**src/design/lpp_pkg.sv**
```systemverilog
// Shared types and constants of the lidar packet parser.
// No dependencies; imported by every module of the block.
`default_nettype none

package lpp_pkg;

  localparam logic [7:0] FrameMark = 8'hFA;
  localparam int         FrameLen  = 22;
  localparam int         FillSat   = 23;
  localparam int         IdxW      = 5;
  localparam logic [8:0] AngleBase = 9'h0A0;
  localparam int         ChkBits   = 15;
  localparam int         ChkBytes  = 20;
  // ten words, each shifted at most nine places: 16 + 10 bits
  localparam int         AccW      = 26;

  typedef enum logic {
    CMD_STORE,
    CMD_CHECK
  } cmd_kind_e;

  typedef struct packed {
    cmd_kind_e        kind;
    logic [IdxW-1:0]  addr;
    logic [7:0]       data;
  } cmd_t;

  typedef enum logic [1:0] {
    ENG_IDLE,
    ENG_SCAN,
    ENG_DRAIN,
    ENG_EMIT
  } eng_state_e;

endpackage

`default_nettype wire

```
**src/design/lpp_front.sv**
```systemverilog
// Front end: tracks the frame fill count and classifies each byte.
// Depends on lpp_pkg.
`default_nettype none

module lpp_front
  import lpp_pkg::*;
(
  input  wire logic       clk_i,
  input  wire logic       rst_ni,
  input  wire logic       accept_i,
  input  wire logic [7:0] rx_byte_i,
  output logic            push_o,
  output cmd_t            cmd_o
);

  logic [IdxW-1:0] fill_q, fill_d;

  always_comb begin
    push_o      = 1'b0;
    cmd_o.kind  = CMD_STORE;
    cmd_o.addr  = fill_q;
    cmd_o.data  = rx_byte_i;
    fill_d      = fill_q;
    if (accept_i) begin
      if (rx_byte_i == FrameMark) begin
        push_o     = 1'b1;
        cmd_o.addr = '0;
        cmd_o.kind = (fill_q == IdxW'(FrameLen)) ? CMD_CHECK : CMD_STORE;
        fill_d     = IdxW'(1);
      end else if (fill_q < IdxW'(FrameLen)) begin
        push_o = 1'b1;
        fill_d = fill_q + IdxW'(1);
      end else begin
        fill_d = IdxW'(FillSat);
      end
    end
  end

  always_ff @(posedge clk_i or negedge rst_ni) begin
    if (!rst_ni) begin
      fill_q <= '0;
    end else begin
      fill_q <= fill_d;
    end
  end

endmodule

`default_nettype wire

```
**src/design/lpp_cmd_fifo.sv**
```systemverilog
// Two-entry command queue between front end and frame engine.
// Depends on lpp_pkg.
`default_nettype none

module lpp_cmd_fifo
  import lpp_pkg::*;
(
  input  wire logic clk_i,
  input  wire logic rst_ni,
  input  wire logic push_i,
  input  wire cmd_t cmd_i,
  input  wire logic pop_i,
  output logic      full_o,
  output logic      valid_o,
  output cmd_t      head_o
);

  cmd_t       slot_q [2];
  logic       wr_ptr_q, rd_ptr_q;
  logic [1:0] count_q;

  assign full_o  = (count_q == 2'd2);
  assign valid_o = (count_q != 2'd0);
  assign head_o  = slot_q[rd_ptr_q];

  always_ff @(posedge clk_i) begin
    if (push_i) begin
      slot_q[wr_ptr_q] <= cmd_i;
    end
  end

  always_ff @(posedge clk_i or negedge rst_ni) begin
    if (!rst_ni) begin
      wr_ptr_q <= 1'b0;
      rd_ptr_q <= 1'b0;
      count_q  <= 2'd0;
    end else begin
      if (push_i) begin
        wr_ptr_q <= ~wr_ptr_q;
      end
      if (pop_i) begin
        rd_ptr_q <= ~rd_ptr_q;
      end
      case ({push_i, pop_i})
        2'b10:   count_q <= count_q + 2'd1;
        2'b01:   count_q <= count_q - 2'd1;
        default: count_q <= count_q;
      endcase
    end
  end

endmodule

`default_nettype wire

```
**src/design/lpp_engine.sv**
```systemverilog
// Frame engine: owns the frame buffer, stores bytes, walks a stored frame
// for the checksum and drives the result register. Depends on lpp_pkg.
`default_nettype none

module lpp_engine
  import lpp_pkg::*;
(
  input  wire logic        clk_i,
  input  wire logic        rst_ni,
  input  wire logic        cmd_valid_i,
  input  wire cmd_t        cmd_i,
  output logic             pop_o,
  output logic             out_valid_o,
  input  wire logic        out_ready_i,
  output logic [15:0]      rotation_speed_o,
  output logic signed [10:0] angle_index_o,
  output logic [7:0]       dist_a_o,
  output logic [7:0]       dist_b_o,
  output logic [7:0]       dist_c_o,
  output logic [7:0]       dist_d_o
);

  logic [7:0] frame_mem [FrameLen];

  eng_state_e      state_q, state_d;
  logic [IdxW-1:0] rd_addr_q, rd_addr_d;
  logic [IdxW-1:0] rd_idx_q;
  logic            dv_q;
  logic [7:0]      rd_data_q;
  logic            issue;
  logic            mem_we;
  logic            acc_clr;
  logic            emit;

  logic [AccW-1:0] acc_q;
  logic [7:0]      lo_q;
  logic [7:0]      b1_q, spd_lo_q, spd_hi_q, da_q, db_q, dc_q, dd_q, exp_lo_q, exp_hi_q;

  logic [15:0] fold;
  logic        match;
  logic        out_free;
  logic [8:0]  angle_diff;

  assign fold     = {1'b0, acc_q[ChkBits-1:0]} + 16'(acc_q[AccW-1:ChkBits]);
  assign match    = ({1'b0, fold[ChkBits-1:0]} == {exp_hi_q, exp_lo_q});
  assign out_free = !out_valid_o || out_ready_i;
  assign angle_diff = {1'b0, b1_q} - AngleBase;

  always_comb begin
    state_d   = state_q;
    rd_addr_d = rd_addr_q;
    issue     = 1'b0;
    mem_we    = 1'b0;
    pop_o     = 1'b0;
    acc_clr   = 1'b0;
    emit      = 1'b0;
    case (state_q)
      ENG_IDLE: begin
        if (cmd_valid_i) begin
          if (cmd_i.kind == CMD_STORE) begin
            mem_we = 1'b1;
            pop_o  = 1'b1;
          end else begin
            acc_clr   = 1'b1;
            rd_addr_d = '0;
            state_d   = ENG_SCAN;
          end
        end
      end
      ENG_SCAN: begin
        issue = 1'b1;
        if (rd_addr_q == IdxW'(FrameLen - 1)) begin
          state_d = ENG_DRAIN;
        end else begin
          rd_addr_d = rd_addr_q + IdxW'(1);
        end
      end
      ENG_DRAIN: begin
        state_d = ENG_EMIT;
      end
      ENG_EMIT: begin
        // marker is stored as byte 0 once the old frame is settled
        if (!match || out_free) begin
          emit    = match;
          mem_we  = 1'b1;
          pop_o   = 1'b1;
          state_d = ENG_IDLE;
        end
      end
      default: begin
        state_d = ENG_IDLE;
      end
    endcase
  end

  always_ff @(posedge clk_i) begin
    if (mem_we) begin
      frame_mem[cmd_i.addr] <= cmd_i.data;
    end
    rd_data_q <= frame_mem[rd_addr_q];
  end

  // byte stream from the buffer: checksum words and captured fields
  always_ff @(posedge clk_i) begin
    rd_idx_q <= rd_addr_q;
    if (acc_clr) begin
      acc_q <= '0;
    end else if (dv_q) begin
      if (!rd_idx_q[0]) begin
        lo_q <= rd_data_q;
      end else if (rd_idx_q < IdxW'(ChkBytes)) begin
        acc_q <= {acc_q[AccW-2:0], 1'b0} + AccW'({rd_data_q, lo_q});
      end
    end
    if (dv_q) begin
      case (rd_idx_q)
        5'd1:    b1_q     <= rd_data_q;
        5'd2:    spd_lo_q <= rd_data_q;
        5'd3:    spd_hi_q <= rd_data_q;
        5'd4:    da_q     <= rd_data_q;
        5'd8:    db_q     <= rd_data_q;
        5'd12:   dc_q     <= rd_data_q;
        5'd16:   dd_q     <= rd_data_q;
        5'd20:   exp_lo_q <= rd_data_q;
        5'd21:   exp_hi_q <= rd_data_q;
        default: ;
      endcase
    end
  end

  always_ff @(posedge clk_i) begin
    if (emit) begin
      rotation_speed_o <= {spd_hi_q, spd_lo_q};
      angle_index_o    <= signed'({angle_diff, 2'b00});
      dist_a_o         <= da_q;
      dist_b_o         <= db_q;
      dist_c_o         <= dc_q;
      dist_d_o         <= dd_q;
    end
  end

  always_ff @(posedge clk_i or negedge rst_ni) begin
    if (!rst_ni) begin
      state_q     <= ENG_IDLE;
      rd_addr_q   <= '0;
      dv_q        <= 1'b0;
      out_valid_o <= 1'b0;
    end else begin
      state_q   <= state_d;
      rd_addr_q <= rd_addr_d;
      dv_q      <= issue;
      if (emit) begin
        out_valid_o <= 1'b1;
      end else if (out_ready_i) begin
        out_valid_o <= 1'b0;
      end
    end
  end

endmodule

`default_nettype wire

```
**src/design/lidar_packet_parser_core.sv**
```systemverilog
// Top level of the lidar packet parser: front end, command queue, engine.
// Depends on lpp_pkg, lpp_front, lpp_cmd_fifo and lpp_engine.
`default_nettype none

// Byte-stream frame checker for a scanning rangefinder link. Each accepted
// rx_byte transaction is classified by the front end against a saturating
// fill count and queued (two entries) for the frame engine, which owns the
// 22-byte frame buffer. A plain byte is simply stored, a byte past the
// 22nd is dropped at once. A 0xFA marker that closes a full 22-byte frame
// starts a check: the engine reads the buffer one byte per cycle through its
// single registered read port, folding ten words into the 15-bit checksum,
// then passes through DRAIN and EMIT and, after any wait for the result
// register, stores the marker as byte 0. A match produces one result
// transaction (speed, angle index, four distance low bytes) held in an
// output register; the input keeps accepting while the queue has room.
// No clearing pass is needed after reset.
module lidar_packet_parser_core
  import lpp_pkg::*;
(
  input  wire logic          clk_i,
  input  wire logic          rst_ni,
  input  wire logic          in_valid_i,
  output logic               in_ready_o,
  input  wire logic [7:0]    rx_byte_i,
  output logic               out_valid_o,
  input  wire logic          out_ready_i,
  output logic [15:0]        rotation_speed_o,
  output logic signed [10:0] angle_index_o,
  output logic [7:0]         dist_a_o,
  output logic [7:0]         dist_b_o,
  output logic [7:0]         dist_c_o,
  output logic [7:0]         dist_d_o
);

  logic fifo_full;
  logic fifo_valid;
  logic push;
  logic pop;
  cmd_t push_cmd;
  cmd_t head_cmd;

  // queue full is the only input stall
  assign in_ready_o = !fifo_full;

  lpp_front u_front (
    .clk_i     (clk_i),
    .rst_ni    (rst_ni),
    .accept_i  (in_valid_i && in_ready_o),
    .rx_byte_i (rx_byte_i),
    .push_o    (push),
    .cmd_o     (push_cmd)
  );

  lpp_cmd_fifo u_fifo (
    .clk_i   (clk_i),
    .rst_ni  (rst_ni),
    .push_i  (push),
    .cmd_i   (push_cmd),
    .pop_i   (pop),
    .full_o  (fifo_full),
    .valid_o (fifo_valid),
    .head_o  (head_cmd)
  );

  lpp_engine u_engine (
    .clk_i            (clk_i),
    .rst_ni           (rst_ni),
    .cmd_valid_i      (fifo_valid),
    .cmd_i            (head_cmd),
    .pop_o            (pop),
    .out_valid_o      (out_valid_o),
    .out_ready_i      (out_ready_i),
    .rotation_speed_o (rotation_speed_o),
    .angle_index_o    (angle_index_o),
    .dist_a_o         (dist_a_o),
    .dist_b_o         (dist_b_o),
    .dist_c_o         (dist_c_o),
    .dist_d_o         (dist_d_o)
  );

endmodule

`default_nettype wire
```
**config.mk**
```make
export PLATFORM = sky130hd
export DESIGN_NAME = lidar_packet_parser_core
export DESIGN_NICKNAME = d
export VERILOG_FILES = /design/src/design/lpp_pkg.sv /design/src/design/lpp_front.sv /design/src/design/lpp_cmd_fifo.sv /design/src/design/lpp_engine.sv /design/src/design/lidar_packet_parser_core.sv
export SDC_FILE = /design/constraint.sdc
export NUM_CORES = 1
export LEC_CHECK = 0
export ABC_AREA = 1
export BUFFER_PORTS_ARGS = -buffer_cell sky130_fd_sc_hd__buf_4
export CAP_MARGIN = 5
export CORE_UTILIZATION = 55
export CTS_CLUSTER_DIAMETER = 30
export DETAILED_ROUTE_END_ITERATION = 10
export GPL_TIMING_DRIVEN = 0
export PLACE_DENSITY = 0.75
export SETUP_SLACK_MARGIN = 0.15
export SLEW_MARGIN = 20
export SYNTH_ARGS = -nofsm -noshare
export SYNTH_HDL_FRONTEND = slang
export SYNTH_HIERARCHICAL = 1
export SYNTH_SLANG_ARGS = --single-unit
```
**constraint.sdc**
```tcl
create_clock -name clk_i -period 5 [get_ports clk_i]
set_input_delay 0 -clock clk_i [delete_from_list [all_inputs] [get_ports clk_i]]
set_output_delay 0 -clock clk_i [all_outputs]
set_load 0.01 [all_outputs]
```
==> results.toml <==
[power_and_ir_drop]
share_comb_of_total_power = 0.297
sw_frac_of_total = 0.362
power_report.internal_total_w = 0.00875
p_seq_frac = 0.355
power.share.clock = 0.348
power.leakage_nw = 7.95
switch_pwr_w = 0.00497
pd_cells_nw_per_um2 = 668
worst_ir_drop_vdd_mv = 0.397

[critical_path]
critical_path.top_delay_family = "simple AND/OR/NAND/NOR gates"
worst-setup-path-type = "flip-flop to flip-flop"
cp_common_cell = "nand2_1"
timing.critical_path.buf_inv = 1
end_kind = "flip-flop"
crit_path_start_kind = "flip-flop"
cp_slowest_stage_delay_ns = 0.69
worstPathArrival_ns = 3.84
timing.critical_path.required_ns = 5.18
crit_fanout = 10
cell_chain_of_the_critical_path = "ha_1 -> fa_1 -> nand2_1 -> nand2_1 -> nand3_1 -> nand2_1 -> nand3_1 -> nand2_1 -> nand2_1 -> nand2_1 -> xor2_1 -> nand3_1 -> nand2_1 -> nand2_1 -> nand2_2 -> buf_6 -> nor2_1"
crit_path_top_delay_cell = "nor2_1"

[cts]
cts_inserted_buffers = 70
post-cts-setup-buffer-count = 0
cts.clk_slew.worst_paths_ns = 0.05
clock_sink_count = 398
clock_tree_from_tritoncts = "done"
h-tree-depth = 3
clock_tree.buffer_depth = 3
clockRootBuffer = "clkbuf_16"
worst_skew_pair.late_latency_ns = 0.58

[floorplanning]
die_height_um = 176
fp.dieW_um = 176
placementRows = 63
core-area_um2 = 29800
die_area_um2 = 31100
pin_count = 73
starting_density_of_the_core = 0.562

[sta]
final.setup_skew_ns = 0.0288
report.final.hold_viol_count = 0
setup_slack_ns = 1.34
grt_setup_unrepaired = "no"
finalMaxSlewViolations = 0
worst_hold_slack_ns = 0.0585
slew_of_the_pin_with_the_lowest_slew_margin_ns = 0.972
final_min_period_over_clock_period = 0.733
setup_violations = 0
layout_min_cycle_time_ns = 3.66
maxClockFrequency_mhz = 273
timing.slew.headroom = 0.350
setup_total_negative_slack_ns = 0

[grt]
grt_max_degree = 27
grt_ovf = 0
grt_first_pass_wirelength_um = 63000
via_count_of_the_first_global_routing_pass = 11712
grt_antenna_before_repair = 0
globalRouteTotalUtil = 0.269

[detailed_routing]
initialDrtViolationCount = 1251
total_number_of_vias = 11903
detail-route-antenna-nets = 0
vias_per_cell = 5.78
avgRoutedWirePerCell_um = 20.0
drcViolationCount = 0
drt-total-wl_um = 41300
firstDrtPassIters = 6

[placement]
numPortBuffers = 70
place.detailed.instances = 1922
hpwl_um = 26500
placer_congestion_estimate = 0.921
preCtsSetupSlack_ns = 1.43

[synth]
ys_seq_elements = 398
yosys.cell_types.count = 47
syn_area_per_cell_um2 = 11.6
mappedNetlistArea_um2 = 16700
async_reset_ff_frac = 0.0452
number_of_synthesized_flops_with_an_enable_pin = 341
ys_warns = 6
syn-instance-count = 1448
synth-main-ff-cell = "edfxtp_1"
synth-seq-area-share = 0.686

[cells_and_area]
antenna_cells_inserted = 0
areaGrowthSynthToFinish_pct = 22.7
finalNetCount = 1666
final_layout_size_suffix_gt1_frac = 0.153
layout.core_utilization = 0.689
final_cells = 2061
fill_cells = 1984

[status]
run_status = "finished, final reports clean"

[run]
maxCapViolCount = 0

[worst_hold_path]
min_path_type = "primary input to asynchronous set/reset pin"
[kinds of logic (layout without fill, tap and decap cells)]
| kind of cell | count (synthesis) | in the layout | synth area share |
|---|---|---|---|
| xor+xnor | 31 | 31 | 0.0162 |
| simple gates | 520 | 520 | 0.129 |
| fa+ha+maj | 38 | 38 | 0.0293 |
| flops | 398 | 398 | 0.686 |
| buf+inv | 199 | 421 | 0.0494 |
| other cells | 1 | 2 | 0.000224 |
| compound gates | 261 | 261 | 0.0900 |
[worst min-delay path, stage by stage]
cell and delay (ns):
dlygate4sd3_1 0.53, buf_4 0.11, buf_2 0.44
[layout by cell type (no fill, tap or decap), types with 4 or more instances in the layout]
master	n
nor2_2	6
o21bai_1	5
dlygate4sd3_1	11
clkinv_2	11
xor2_1	18
buf_2	5
dfxtp_1	39
nor3_1	18
o221ai_1	16
clkinv_4	4
o21ai_2	10
a211oi_1	8
nand3_1	51
xnor2_1	13
inv_1	139
dfrtp_1	18
nor3_2	5
nand3b_1	4
a21oi_1	56
o21ai_0	115
o22ai_1	19
a32oi_1	8
clkbuf_1	42
edfxtp_1	341
ha_1	36
a31oi_1	12
nand2_2	5
clkbuf_16	73
clkinv_1	8
nor4_2	4
buf_6	9
inv_6	7
nand2_1	233
nor2_1	175
nand4_1	10
clkinvlp_4	8
bufinv_16	7
o211ai_1	4
buf_4	81
[metal layers]
metal | routed length [um] | track usage | vias to the layer above
met1 | 16200 | 0.343 | 5675
met5 | 0 | 0 | -
li1 | - | - | 5417
met3 | 3940 | 0.0618 | 124
met2 | 19700 | 0.439 | 687
met4 | 1460 | 0.120 | 0
[path summary, 6_finish.rpt]
path                                                  endpoint                               from  slack (ns)  cells past startpoint
setup / recovery           u_engine/frame_mem[19][2]$_DFFE_PP_    u_engine/acc_q[15]$_SDFFE_PP0P_        1.34                     17
hold / removal                   u_front/fill_q[2]$_DFFE_PN0P_                             rst_ni        0.06                      3
setup reg to reg           u_engine/frame_mem[19][2]$_DFFE_PP_    u_engine/acc_q[15]$_SDFFE_PP0P_        1.34                     17
hold reg to reg                   u_engine/rd_idx_q[4]$_DFF_P_  u_engine/rd_addr_q[4]$_DFFE_PN0P_        0.39                      0
max in group asynchronous    u_engine/rd_addr_q[1]$_DFFE_PN0P_                             rst_ni        4.55                      3
min in group clk_i               u_fifo/slot_q[0][6]$_DFFE_PP_                       rx_byte_i[6]        0.27                      3
[Yosys cell counts, types with 18 or more instances]
cell type	count	area, um^2
o22ai_1	19	119
nor2_1	177	664
inv_1	139	522
nand3_1	51	255
dfxtp_1	39	781
nor3_1	21	105
xor2_1	18	158
dfrtp_1	18	450
nand2_1	233	875
ha_1	36	450
a21oi_1	56	280
edfxtp_1	341	10200
o21ai_0	122	611
clkbuf_1	36	135
[power by group through the flow]
stage          Clock, W  Sequential, W  Combinational (W)
6_report        0.00477        0.00487            0.00407
5_1_grt         0.00499        0.00489            0.00448
4_1_cts         0.00482        0.00485            0.00398
3_5_place_dp          0        0.00490            0.00389
3_3_place_gp          0        0.00491            0.00367
2_1_floorplan         0        0.00467            0.00276
[timing repair]
item | 4_1_cts | 5_1_grt
hold buffers | 12 | 0
gates resized for setup | 0 | 0
hold endpoints to repair | 44 | 0
[through the flow]
stage	cell area, um^2	power [W]
5_1_grt	20500	0.0144
6_report	20500	0.0137
3_5_place_dp	18000	0.00879
2_1_floorplan	16700	0.00743
4_1_cts	20500	0.0136
3_3_place_gp	17700	0.00858
[registers in the layout, summed over array words and instances (netlist names), 9 cells and up]
name and count:
u_engine/frame_mem 176, u_engine/angle_index_o 9, u_fifo/slot_q 28, u_engine/rotation_speed_o 16, u_engine/acc_q 26
[cell type report]
cell class / instances / area, um^2 / area share
Buffer: 52 / 275 / 0.0134
Clock buffer: 80 / 1860 / 0.0908
Clock inverter: 47 / 558 / 0.0272
Inverter: 147 / 552 / 0.0269
Multi-Input combinational cell: 852 / 4510 / 0.220
Sequential cell: 398 / 11500 / 0.559
Tap cell: 390 / 488 / 0.0238
Timing Repair Buffer: 95 / 805 / 0.0392
(Power assumes the default switching activity.)
